**src/rtl/core/mbd_pkg.sv**
```systemverilog
// Shared types, constants and sequencer codes for the moved block diagonal finder.
// No dependencies; every other source file except mbd_ram imports this package.
package mbd_pkg;

  localparam int MAX_LINES   = 1024;
  localparam int MAX_RESULTS = 64;

  localparam int LINE_AW    = $clog2(MAX_LINES);
  localparam int CNT_W      = LINE_AW + 1;
  localparam int HIST_DEPTH = 2 * MAX_LINES;
  localparam int HIST_AW    = LINE_AW + 1;
  localparam int DIST_W     = CNT_W + 1;
  localparam int RES_AW     = (MAX_RESULTS > 1) ? $clog2(MAX_RESULTS) : 1;
  localparam int EMIT_W     = $clog2(MAX_RESULTS + 1);

  localparam int HASH_W = 64;
  localparam int NUM_W  = 24;
  localparam int FILE_W = 8;
  localparam int MAXF_W = 10;
  localparam int MINB_W = 11;
  localparam int GAP_W  = 10;
  localparam int CFG_W  = 11;
  localparam int RES_W  = 2 * LINE_AW + 2 * CNT_W + 2 * NUM_W;

  localparam logic [MAXF_W-1:0] MAXF_RST = MAXF_W'(30);
  localparam logic [MINB_W-1:0] MINB_RST = MINB_W'(5);
  localparam logic [GAP_W-1:0]  GAP_RST  = GAP_W'(3);

  typedef enum logic [1:0] {
    OP_LOAD_SRC = 2'd0,
    OP_LOAD_DST = 2'd1,
    OP_SEARCH   = 2'd2
  } op_e;

  typedef enum logic [1:0] {
    CFG_MAX_FREQ  = 2'd0,
    CFG_MIN_BLOCK = 2'd1,
    CFG_MAX_GAP   = 2'd2
  } cfg_idx_e;

  typedef struct packed {
    logic [1:0]        operation;
    logic [HASH_W-1:0] line_hash;
    logic [NUM_W-1:0]  line_number;
    logic [FILE_W-1:0] source_file;
    logic [FILE_W-1:0] dest_file;
  } in_item_t;

  typedef struct packed {
    logic               found;
    logic [FILE_W-1:0]  src_file_out;
    logic [FILE_W-1:0]  dst_file_out;
    logic [LINE_AW-1:0] source_index;
    logic [LINE_AW-1:0] dest_index;
    logic [CNT_W-1:0]   block_size;
    logic [CNT_W-1:0]   matching_lines;
    logic [NUM_W-1:0]   source_line;
    logic [NUM_W-1:0]   dest_line;
    logic               last;
    logic               truncated;
    logic               lines_dropped;
  } out_item_t;

  // datapath micro-operations, one per cycle from the controller
  typedef enum logic [4:0] {
    U_NOP, U_ACCEPT, U_CLR, U_RDS, U_LATS, U_CNT_RD, U_CNT_CMP,
    U_INC_RD, U_INC_CMP, U_INC_WR, U_NEXT_I, U_H_RD, U_H_CHK, U_NEXT_DI,
    U_SCAN_RD, U_SCAN_CMP, U_G_START, U_EXT_RD, U_EXT_CMP, U_TT_RD,
    U_TT_CMP, U_TH_RD, U_TH_CMP, U_EVAL, U_NUM, U_STORE, U_O_RD,
    U_O_LOAD, U_O_NEXT, U_DONE
  } uop_e;

  typedef struct packed {
    logic is_search;
    logic nm_zero;
    logic clr_done;
    logic i_last;
    logic j_last;
    logic hash_eq;
    logic freq_ok;
    logic hist_ok;
    logic di_last;
    logic scan_eq;
    logic k_last;
    logic cur_lt_cnt;
    logic gap_ok;
    logic tail_ok;
    logic head_ok;
    logic step_gt1;
    logic len_ok;
    logic res_full;
    logic out_last;
  } sts_t;

endpackage

```
**src/rtl/core/mbd_ctrl.sv**
```systemverilog
// Controller: sequences loads, histogram build, diagonal scan, grouping and output.
// Depends on mbd_pkg; drives micro-operations into mbd_datapath.
module mbd_ctrl import mbd_pkg::*; (
  input  logic clk_i,
  input  logic rst_ni,
  input  logic in_valid_i,
  output logic in_ready_o,
  output logic out_valid_o,
  input  logic out_ready_i,
  input  sts_t sts_i,
  output uop_e uop_o
);

  typedef enum logic [4:0] {
    S_IDLE, S_CLR, S_RDS, S_LATS, S_CNT_RD, S_CNT_CMP, S_FREQ, S_INC_RD, S_INC_CMP,
    S_INC_WR, S_ENDI, S_NEXT_I, S_H_RD, S_H_CHK, S_NEXT_DI, S_SCAN_RD, S_SCAN_CMP,
    S_G_START, S_EXT_RD, S_EXT_CMP, S_TT_RD, S_TT_CMP, S_TH_RD, S_TH_CMP, S_EVAL,
    S_NUM, S_STORE, S_O_RD, S_O_LOAD, S_O_WAIT
  } state_e;

  state_e state_q, state_d;
  logic   in_fire, out_fire;

  assign in_ready_o  = (state_q == S_IDLE);
  assign out_valid_o = (state_q == S_O_WAIT);
  assign in_fire     = in_valid_i && in_ready_o;
  assign out_fire    = out_valid_o && out_ready_i;

  always_comb begin
    state_d = state_q;
    uop_o   = U_NOP;
    unique case (state_q)
      S_IDLE: begin
        if (in_fire) begin
          uop_o = U_ACCEPT;
          if (sts_i.is_search) state_d = sts_i.nm_zero ? S_O_RD : S_CLR;
        end
      end
      S_CLR: begin
        uop_o = U_CLR;
        if (sts_i.clr_done) state_d = S_RDS;
      end
      S_RDS: begin
        uop_o   = U_RDS;
        state_d = S_LATS;
      end
      S_LATS: begin
        uop_o   = U_LATS;
        state_d = S_CNT_RD;
      end
      S_CNT_RD: begin
        uop_o   = U_CNT_RD;
        state_d = S_CNT_CMP;
      end
      S_CNT_CMP: begin
        uop_o   = U_CNT_CMP;
        state_d = sts_i.j_last ? S_FREQ : S_CNT_RD;
      end
      S_FREQ:    state_d = sts_i.freq_ok ? S_INC_RD : S_ENDI;
      S_INC_RD: begin
        uop_o   = U_INC_RD;
        state_d = S_INC_CMP;
      end
      S_INC_CMP: begin
        uop_o = U_INC_CMP;
        if (sts_i.hash_eq) state_d = S_INC_WR;
        else               state_d = sts_i.j_last ? S_ENDI : S_INC_RD;
      end
      S_INC_WR: begin
        uop_o   = U_INC_WR;
        state_d = sts_i.j_last ? S_ENDI : S_INC_RD;
      end
      S_ENDI:    state_d = sts_i.i_last ? S_H_RD : S_NEXT_I;
      S_NEXT_I: begin
        uop_o   = U_NEXT_I;
        state_d = S_RDS;
      end
      S_H_RD: begin
        uop_o   = U_H_RD;
        state_d = S_H_CHK;
      end
      S_H_CHK: begin
        uop_o = U_H_CHK;
        if (sts_i.hist_ok) state_d = S_SCAN_RD;
        else               state_d = sts_i.di_last ? S_O_RD : S_NEXT_DI;
      end
      S_NEXT_DI: begin
        uop_o   = U_NEXT_DI;
        state_d = S_H_RD;
      end
      S_SCAN_RD: begin
        uop_o   = U_SCAN_RD;
        state_d = S_SCAN_CMP;
      end
      S_SCAN_CMP: begin
        uop_o   = U_SCAN_CMP;
        state_d = sts_i.k_last ? S_G_START : S_SCAN_RD;
      end
      S_G_START: begin
        if (sts_i.cur_lt_cnt) begin
          uop_o   = U_G_START;
          state_d = S_EXT_RD;
        end else begin
          state_d = sts_i.di_last ? S_O_RD : S_NEXT_DI;
        end
      end
      // grow the group while the gap to the previous match is tolerated
      S_EXT_RD: begin
        uop_o   = U_EXT_RD;
        state_d = sts_i.cur_lt_cnt ? S_EXT_CMP : S_TT_RD;
      end
      S_EXT_CMP: begin
        uop_o   = U_EXT_CMP;
        state_d = sts_i.gap_ok ? S_EXT_RD : S_TT_RD;
      end
      // trim non-adjacent matches off the tail, then the head
      S_TT_RD: begin
        uop_o   = U_TT_RD;
        state_d = sts_i.tail_ok ? S_TT_CMP : S_TH_RD;
      end
      S_TT_CMP: begin
        uop_o   = U_TT_CMP;
        state_d = sts_i.step_gt1 ? S_TT_RD : S_TH_RD;
      end
      S_TH_RD: begin
        uop_o   = U_TH_RD;
        state_d = sts_i.head_ok ? S_TH_CMP : S_EVAL;
      end
      S_TH_CMP: begin
        uop_o   = U_TH_CMP;
        state_d = sts_i.step_gt1 ? S_TH_RD : S_EVAL;
      end
      S_EVAL: begin
        uop_o   = U_EVAL;
        state_d = (sts_i.len_ok && !sts_i.res_full) ? S_NUM : S_G_START;
      end
      S_NUM: begin
        uop_o   = U_NUM;
        state_d = S_STORE;
      end
      S_STORE: begin
        uop_o   = U_STORE;
        state_d = S_G_START;
      end
      S_O_RD: begin
        uop_o   = U_O_RD;
        state_d = S_O_LOAD;
      end
      S_O_LOAD: begin
        uop_o   = U_O_LOAD;
        state_d = S_O_WAIT;
      end
      S_O_WAIT: begin
        if (out_fire) begin
          if (sts_i.out_last) begin
            uop_o   = U_DONE;
            state_d = S_IDLE;
          end else begin
            uop_o   = U_O_NEXT;
            state_d = S_O_RD;
          end
        end
      end
      default: state_d = S_IDLE;
    endcase
  end

  always_ff @(posedge clk_i or negedge rst_ni) begin
    if (!rst_ni) begin
      state_q <= S_IDLE;
    end else begin
      state_q <= state_d;
    end
  end

endmodule

```
**config.mk**
```make
export PLATFORM = sky130hd
export DESIGN_NAME = mbd_ctrl
export DESIGN_NICKNAME = d
export VERILOG_FILES = /design/src/rtl/core/mbd_pkg.sv /design/src/rtl/core/mbd_ctrl.sv
export SDC_FILE = /design/constraint.sdc
export NUM_CORES = 1
export LEC_CHECK = 0
export BUFFER_PORTS_ARGS = -buffer_cell sky130_fd_sc_hd__buf_2
export CAP_MARGIN = 20
export CORE_ASPECT_RATIO = 1.2
export CORE_MARGIN = 3
export CORE_UTILIZATION = 48
export DETAILED_ROUTE_END_ITERATION = 12
export PLACE_DENSITY = 0.76
export SKIP_LAST_GASP = 1
export SYNTH_ARGS = -nofsm -noshare
export SYNTH_HDL_FRONTEND = slang
export SYNTH_SLANG_ARGS = --single-unit
```
**constraint.sdc**
```tcl
create_clock -name clk_i -period 1.65 [get_ports clk_i]
set_clock_uncertainty 0.15 [all_clocks]
set_input_delay 0 -clock clk_i [delete_from_list [all_inputs] [get_ports clk_i]]
set_output_delay 0 -clock clk_i [all_outputs]
set_load 0.005 [all_outputs]
```
; ---- After elaboration in Yosys (flattened, before gate mapping)
; Index checks and enable logic that the tools add are counted.
[op_classes]
n_reduce_logical = 6
n_eq_ne = 33
mux = 28
[ops]
columns = cell, n
row1 = $pmux 5 s30, 1
row2 = $pmux 5 s28, 1
row3 = $eq 5x5->1 const B, 14
row4 = $mux 5, 12
row5 = $eq 5x4->1 const B, 8
row6 = $mux 4, 6
row7 = $eq 5x3->1 const B, 4
row8 = $eq 5x2->1 const B, 2
row9 = $mux 3, 3
row10 = $mux 2, 3
row11 = $ne 2x1->1 const B, 3
row12 = $eq 5x1->1 const B, 1
row13 = $logic_not 5->1, 1
row14 = $reduce_and 4->1, 1
row15 = $logic_and 1x1->1, 3
row16 = $mux 1, 2
row17 = $ne 2x2->1 const B, 1
row18 = $logic_not 1->1, 1
[totals]
reg_bits = 5
input_bits = 23

; ---- Longest topological paths before layout
; Gate-level depths: netlist of the first run.
[depth]
ltp_word = 4
ltp_mapped = 7
depth_no_buf = 5

; ---- Worst setup path before layout of the first run
; No wires, ideal clock.
[synth_timing]
kind = reg-to-reg
startpoint = register state_q[2]
endpoint = register state_q[1]
path_stages_with_launch = 7
required_ns = 1.364
arrival_ns = 1.313
period_less_slack_ns = 1.599
slack_ns = 0.051
setup_time_ns = 0.136
path_cell_list = dfrtp_1 -> buf_6 -> nand2_1 -> o22a_1 -> nor2_1 -> a2111oi_0 -> a31oi_1
[synth_via]
elab_chain_len = 4
word_cells_on_any_way = 38
cone_classes = eq/ne: 33 / mux: 1 / reduce/logical: 4
[synth_lines]
columns = element, line
row1 = "start, declared", mbd_ctrl.sv:21  ; state_e state_q, state_d;
row2 = "start signal, assigned", mbd_ctrl.sv:172  ; state_q <= state_d;
row3 = $eq 5x5->1 / $logic_not 5->1 (equally long branches), "mbd_ctrl.sv:25, mbd_ctrl.sv:32, mbd_ctrl.sv:24"
row4 = "$logic_and 1x1->1, on equally long branches", "mbd_ctrl.sv:27, mbd_ctrl.sv:26"
row5 = $ne 2x1->1 (no line), --
row6 = $reduce_and 4->1 (no line), --
; Parallel ways exist; a longest one is shown, timed or not.
; A chain may end at the register's enable or synchronous reset.

; ---- Worst setup path in the final report of the first run
[layout_timing]
startpoint = register state_q[2]
endpoint = register state_q[0]
; Same word-level chain as after synthesis.

==> results of run 1 <==
## logic make-up after synthesis
kind of cell / count (synthesis) / synth area share (%)
flops: 5 / 10.58
buf+inv: 23 / 11.11
mux: 4 / 3.492
simple gates: 75 / 33.97
compound gates: 69 / 40.85
## layer usage
metal  wire length (µm)  vias to the layer above  track usage, %
met5                  0                        -               0
met4                869                        0           22.10
met3               1048                      120           6.634
met2               3206                      301           65.19
met1               2348                      947           43.35
li1                   -                      856               -
## critical path: stages, from the launching register on
cell	delay, ns
dfrtp_2	0.46
buf_12	0.17
or2_4	0.28
nor4_1	0.43
a31oi_2	0.11
a21oi_1	0.20
o31a_1	0.17
## what timing repair did
action,in CTS,in global routing
hold endpoints to repair,8,0
cloned,0,1
setup buffers,16,5
setup endpoints to repair,11,12
pin swaps,14,13
gates resized for setup,49,28
hold buffers,6,0
## power by group through the flow
stage                     combinational, mW  sequential [mW]  clock (mW)
after detailed placement               2.87            0.269           0
after global placement                 2.85            0.266           0
after global routing                   4.57            0.288       0.163
after CTS                              3.59            0.259       0.154
after floorplan                        1.76            0.219           0
final                                  4.44            0.291       0.153
## worst paths after layout
kind,startpoint,endpoint
hold reg to reg,state_q[4],state_q[2]
setup / recovery,state_q[2],state_q[0]
hold / removal,sts_i[14],state_q[2]
max in group asynchronous,rst_ni,state_q[2]
min in group asynchronous,rst_ni,state_q[3]
setup reg to reg,state_q[2],state_q[0]
## per-stage QoR
step / std cells / cell area [µm²]
final: 296 / 2193
after global routing: 296 / 2193
after CTS: 290 / 2023
after detailed placement: 264 / 1622
after global placement: 264 / 1622
after floorplan: 176 / 1182
## cell type report
cell class                 instances  area [µm²]  share of cell area, %
clock buffer                       4       26.28                  1.198
inverter                           7       35.03                  1.597
multi-input combinational        148        1137                  51.85
sequential                         5       128.9                  5.876
tap                               31       38.79                  1.768
timing repair buffer             101       827.0                  37.71
## cell usage in the layout (no fill, tap or decap), drive strengths merged, types with 2 or more instances in the layout
cell / count
buf: 94
nand2: 19
a21oi: 14
nor2: 11
nand2b: 10
o21ai: 10
nor2b: 8
nor4: 7
dlygate4sd3: 6
inv: 6
nand3: 5
a31oi: 5
a211oi: 5
nor3: 5
clkbuf: 5
dfrtp: 5
o22ai: 4
o211ai: 4
mux2i: 3
or2: 2
a221o: 2
o2111ai: 2
a22o: 2
o32ai: 2
o31a: 2
o22a: 2
a32oi: 2
a22oi: 2
==> impl_metrics.toml, run 1 <==
[synth]
synth_edf_count = 0
yosysMostFrequentCell = "nand2_1"
async_reset_ff_share_pct = 100.0
syn-num-nets = 199
ys_seq_area_share_pct = 10.58
synth.distinct_cells = 57
synth_ff_type = "dfrtp_1"
synthesis.area_um2 = 1182
synthCells = 176
synth_common_cells = "nand2_1 (19), a21oi_1 (14), nand2b_1 (9), nor2_1 (9)"
ys.warnings.count = 0
syn_area_per_cell_um2 = 6.718
yosys.area.top_type = "dfrtp_1"
yosysTopAreaCellShare_pct = 10.58
synth-seq-cells = 5
synth_top_cells_by_area = "dfrtp_1 (11%), nand2_1 (6.0%), a21oi_1 (5.9%), nand2b_1 (4.8%), nor2b_1 (4.2%)"

[timing]
finalSetupTns_ns = -2.660
min_period_over_period_pct = 123.0
rsz0062_at_grt = "yes"
setup_viol = 12
finalHoldWorstSlack_ns = 0.02318
fmax_mhz = 492.8
hold_violations = 0
min_period_ns = 2.029
slew_headroom_pct = 63.42
worstMarginPinSlew_ns = 0.5437
maxSlewViolCount = 0
fin_ws_ns = -0.3792

[clock_tree]
cts_tree = "done"
clk_pin_slew_ns = 0.05
ctsHtreeMaxLevel = 1
cts_buffers = 3
worstSkewPairLatency_ns = 0.25
clock_path_buffers = 2
cts.sinks = 5
cts-root-buf = "clkbuf_4"

[routing]
firstDrtPassIters = 8
drt.antenna.violating_nets = 0
drt_iter0_markers = 227
wl_per_cell_um = 25.25
drc = 0
drt-total-wl_um = 7473
vias = 2224
viasPerCell = 7.514

[cells_and_area]
reg.largest.list = "state_q: 5 flops"
final_nets = 289
top_register = "state_q"
syn_to_final_growth_pct = 85.50
largest_register_ffs = 5
fillers = 75
utilization_pct = 94.15
drive_above_1_share_pct = 55.85
num_antenna_cells = 0

[hold_path]
min_path_type = "input pin to flip-flop"
holdPathStages = 3

[global_routing]
grt_max_degree = 15
globalRouteOverflowTotal = 0
grt_pass1_vias = 1912
antenna_found_initial = 0
grt_util_all_layers_pct = 37.51
grt_pass1_wl_um = 8818

[power]
p_total_mw = 4.880
p_clk_share_pct = 3.1
power_frac_comb_pct = 90.9
power.internal_mw = 2.435
p_switching_mw = 2.445
p_leak_nw = 0.9554
power_density_nw_per_um2 = 2225
p_seq_share_pct = 6.0
vdd_drop_max_mv = 2.031
switching_share_pct = 50.11

[worst_setup_path]
end_kind = "flip-flop"
path_max_fanout = 9
critPathKind = "flip-flop to flip-flop"
arrival_ns = 2.06
cp-start-kind = "flip-flop"
r2r_setup_slack_ns = -0.38
required_ns = 1.68
reg2reg_depth = 6

[floorplanning]
die_area_um2 = 3097
fp.coreArea_um2 = 2330
num_rows = 19
die_w_um = 51.31
start_util_pct = 50.75
io_pins = 30
die_h_um = 60.37

[run_status]
violations = "negative setup slack"
outcome = "finished with violations"

[place]
portBuffers = 28
gp_congestion = 0.9736
place_ws_ns = -0.1622
dp_hpwl_um = 3594

[run]
drv_cap = 0
Power figures use the tool's default switching activity.
==> run 2: changes to the inputs <==
Settings changed: SETUP_SLACK_MARGIN set to 0.4.
==> impl_metrics.toml, run 2 <==
[run_status]
outcome = "stopped before the end"
haltStage = "global routing (5_1_grt)"
firstError = "[ERROR GRT-0232] Routing congestion too high. Check the congestion heatmap in the GUI."

[synth]
synth_common_cells = "nand2_1 (19), a21oi_1 (14), nand2b_1 (9), nor2_1 (9)"
synth_ff_type = "dfrtp_1"
synth.distinct_cells = 57
synthCells = 176
yosys.area.top_type = "dfrtp_1"
yosysMostFrequentCell = "nand2_1"
synthesis.area_um2 = 1182
syn_area_per_cell_um2 = 6.718
syn-num-nets = 199
synth_edf_count = 0
yosysTopAreaCellShare_pct = 10.58
ys.warnings.count = 0
async_reset_ff_share_pct = 100.0
synth-seq-cells = 5
ys_seq_area_share_pct = 10.58
synth_top_cells_by_area = "dfrtp_1 (11%), nand2_1 (6.0%), a21oi_1 (5.9%), nand2b_1 (4.8%), nor2b_1 (4.2%)"

[floorplanning]
start_util_pct = 50.75
num_rows = 19
die_w_um = 51.31
io_pins = 30
die_h_um = 60.37

[place]
gp_congestion = 0.9761
placed_cells = 266
dp_hpwl_um = 3868
portBuffers = 28

[clock_tree]
cts.sinks = 5
cts_buffers = 3
cts-root-buf = "clkbuf_4"
clock_path_buffers = 2
ctsHtreeMaxLevel = 1

[timing]
endpoint_type = "top-level output"
postGrtWorstEndpoint = "uop_o[0]"

[global_routing]
globalRouteOverflowTotal = 25
grt_util_all_layers_pct = 66.50
grt_max_degree = 16
## run 2: cell counts after synthesis
Identical to the previous run, type by type.
## run 2: kinds of logic after synthesis
logic type | count (synthesis) | synth area share [%]
simple gates | 75 | 33.97
compound gates | 69 | 40.85
buf+inv | 23 | 11.11
flops | 5 | 10.58
mux | 4 | 3.492
## run 2: through the flow
| step | setup WS [ns] | area (µm²) | hold slack [ns] | utilization (%) |
|---|---|---|---|---|
| floorplan | 0.07668 | 1308 | -0.4456 | - |
| global placement | -0.1183 | 1685 | -0.3219 | 72.34 |
| detailed placement | -0.1622 | 1685 | -0.3232 | 72.34 |
| CTS | -0.1290 | 2013 | -0.006454 | 86.41 |
## run 2: per-layer routing
metal,GRT overflow,GRT usage [%]
met2,9,90.42
met5,0,0
met1,0,61.88
met4,16,79.78
met3,0,43.24
## run 2: repair_timing
| item | in CTS |
|---|---|
| pin swaps | 13 |
| buffers inserted | 15 |
| hold buffers | 5 |
| resized for setup | 40 |
| hold endpoints to repair | 8 |
| endpoints found under the setup margin | 12 |
==> run 3: changes to the inputs <==
Settings changed: CORE_AREA set to 3 3 64 66, CORE_ASPECT_RATIO 1.2 to unset, CORE_MARGIN 3 to unset, CORE_UTILIZATION 48 to unset, DIE_AREA set to 0 0 67 69, PLACE_DENSITY 0.76 to unset, PLACE_DENSITY_LB_ADDON set to 0.15, SETUP_SLACK_MARGIN 0.4 to unset.
Clock period 1.65 ns to 2.1 ns, I/O delays scaled along.
==> impl_metrics.toml, run 3 (synthesized netlist as in run 1, its figures left out) <==
[run_status]
outcome = "completed"

[clock_tree]
cts_tree = "done"
cts_buffers = 3
ctsHtreeMaxLevel = 1
clk_pin_slew_ns = 0.04
cts_setup_buffers = 0
worstSkewPairLatency_ns = 0.23
cts-root-buf = "clkbuf_8"
cts.sinks = 5
clock_path_buffers = 2

[routing]
drt-total-wl_um = 4468
drc = 0
wl_per_cell_um = 16.80
drt_iter0_markers = 150
drt.antenna.violating_nets = 0
vias = 1604
viasPerCell = 6.030
firstDrtPassIters = 5

[place]
portBuffers = 28
postPlaceCellArea_um2 = 1473
gp_congestion = 0.9056
dp_hpwl_um = 3491
placed_cells = 260

[floorplanning]
num_rows = 22
die_h_um = 69
io_pins = 30
start_util_pct = 32.54
die_w_um = 67
fp.coreArea_um2 = 3633
die_area_um2 = 4623

[worst_setup_path]
end_kind = "flip-flop"
arrival_ns = 1.96
cp-start-kind = "flip-flop"
crit_buf_inv = 1
critPathMaxStageDelay_ns = 0.49
r2r_setup_slack_ns = 0.12
r2r-start = "state_q[1]"
required_ns = 2.09
path_delay_family = "simple AND/OR/NAND/NOR gates"
critPathSlowestCell = "dfrtp_2"
path_max_fanout = 10
crit_chain = "buf_4 > or2_2 > nor4_1 > a21oi_1 > o22a_1 > o2111ai_1"
cp_num_cells = 6
cp-endpoint = "state_q[2]"
critPathKind = "flip-flop to flip-flop"
reg2reg_depth = 6
r2r_end = "state_q[2]"
critPathLaunch = "state_q[1]"

[hold_path]
min_path_type = "input pin to flip-flop"
min-delay-start = "sts_i[18]"

[cells_and_area]
top_register = "state_q"
reg.largest.list = "state_q: 5 flops"
drive_above_1_share_pct = 30.28
multi_input_area_um2 = 932.1
final_cells = 266
final_nets = 242
fillers = 415
final_common_cell = "buf_2"
design_area_um2 = 1545
num_antenna_cells = 0
largest_register_ffs = 5
final_cell_mix = "buf_2 (28), buf_4 (23), nand2_1 (19)"
utilization_pct = 42.53
regArea_um2 = 126.4
syn_to_final_growth_pct = 30.69

[timing]
maxSlewViolCount = 0
hold_violations = 0
min_period_ns = 1.977
slew_headroom_pct = 70.33
setup_viol = 0
rsz0062_at_grt = "yes"
min_period_over_period_pct = 94.16
worstMarginPinSlew_ns = 0.4440
fmax_mhz = 505.7

[global_routing]
grt_pass1_vias = 1551
grt_pass1_wl_um = 7258
antenna_found_initial = 0
grt_util_all_layers_pct = 19.72
globalRouteOverflowTotal = 0
grt_max_degree = 24

[power]
p_leak_nw = 0.6411
power_density_nw_per_um2 = 1590
vdd_drop_max_mv = 0.5643

[run]
drv_cap = 0
## run 3: layout make-up
cell class	count	area share, %
multi-input combinational	148	60.32
timing repair buffer	54	22.83
sequential	5	8.178
tap	48	3.887
clock buffer	4	2.915
inverter	7	1.862
## run 3: power breakdown
part           internal (mW)  total [mW]  switching [mW]
Clock                  0.131       0.188          0.0566
Sequential             0.147       0.282           0.135
Combinational          0.924        1.99            1.06
## run 3: how the worst min path moves through the flow
| stage | end | cells after the start | slack, ns |
|---|---|---|---|
| 2_1_floorplan | state_q[0] | 0 | -0.45 |
| 3_3_place_gp | state_q[2] | 1 | -0.34 |
| 3_5_place_dp | state_q[3] | 1 | -0.33 |
| 4_1_cts | state_q[0] | 4 | 0.02 |
| 5_1_grt | state_q[0] | 4 | 0.03 |
| 6_report | state_q[0] | 4 | 0.02 |
## run 3: layer usage
| metal | track usage, % | up-vias | part of all wire (%) | routed length, µm |
|---|---|---|---|---|
| li1 | - | 754 | - | - |
| met1 | 27.61 | 758 | 45 | 2015 |
| met2 | 29.26 | 78 | 45 | 2005 |
| met3 | 4.397 | 14 | 7.9 | 351 |
| met4 | 6.757 | 0 | 2.1 | 95 |
| met5 | 0 | - | 0 | 0 |
## run 3: worst register-to-register path: stages, from the launching register on
cell       delay (ns)
dfrtp_2          0.49
buf_4            0.18
or2_2            0.32
nor4_1           0.36
a21oi_1          0.07
o22a_1           0.21
o2111ai_1        0.10
## run 3: what timing repair did
item                                    CTS  global route
gates resized for setup                   0             3
hold buffers                              2             0
endpoints found under the hold margin     5             0
endpoints found under the setup margin    0             2
## run 3: per-stage QoR
| stage | hold slack [ns] | power [mW] | setup slack (ns) | TNS (ns) |
|---|---|---|---|---|
| 3_5_place_dp | -0.3338 | 2.214 | 0.1013 | 0 |
| 2_1_floorplan | -0.4456 | 1.557 | 0.5005 | 0 |
| 6_report | 0.02142 | 2.457 | 0.1226 | 0 |
| 5_1_grt | 0.03287 | 2.657 | -0.001363 | -0.001363 |
| 3_3_place_gp | -0.3361 | 2.226 | 0.1319 | 0 |
| 4_1_cts | 0.01742 | 2.421 | 0.008372 | 0 |
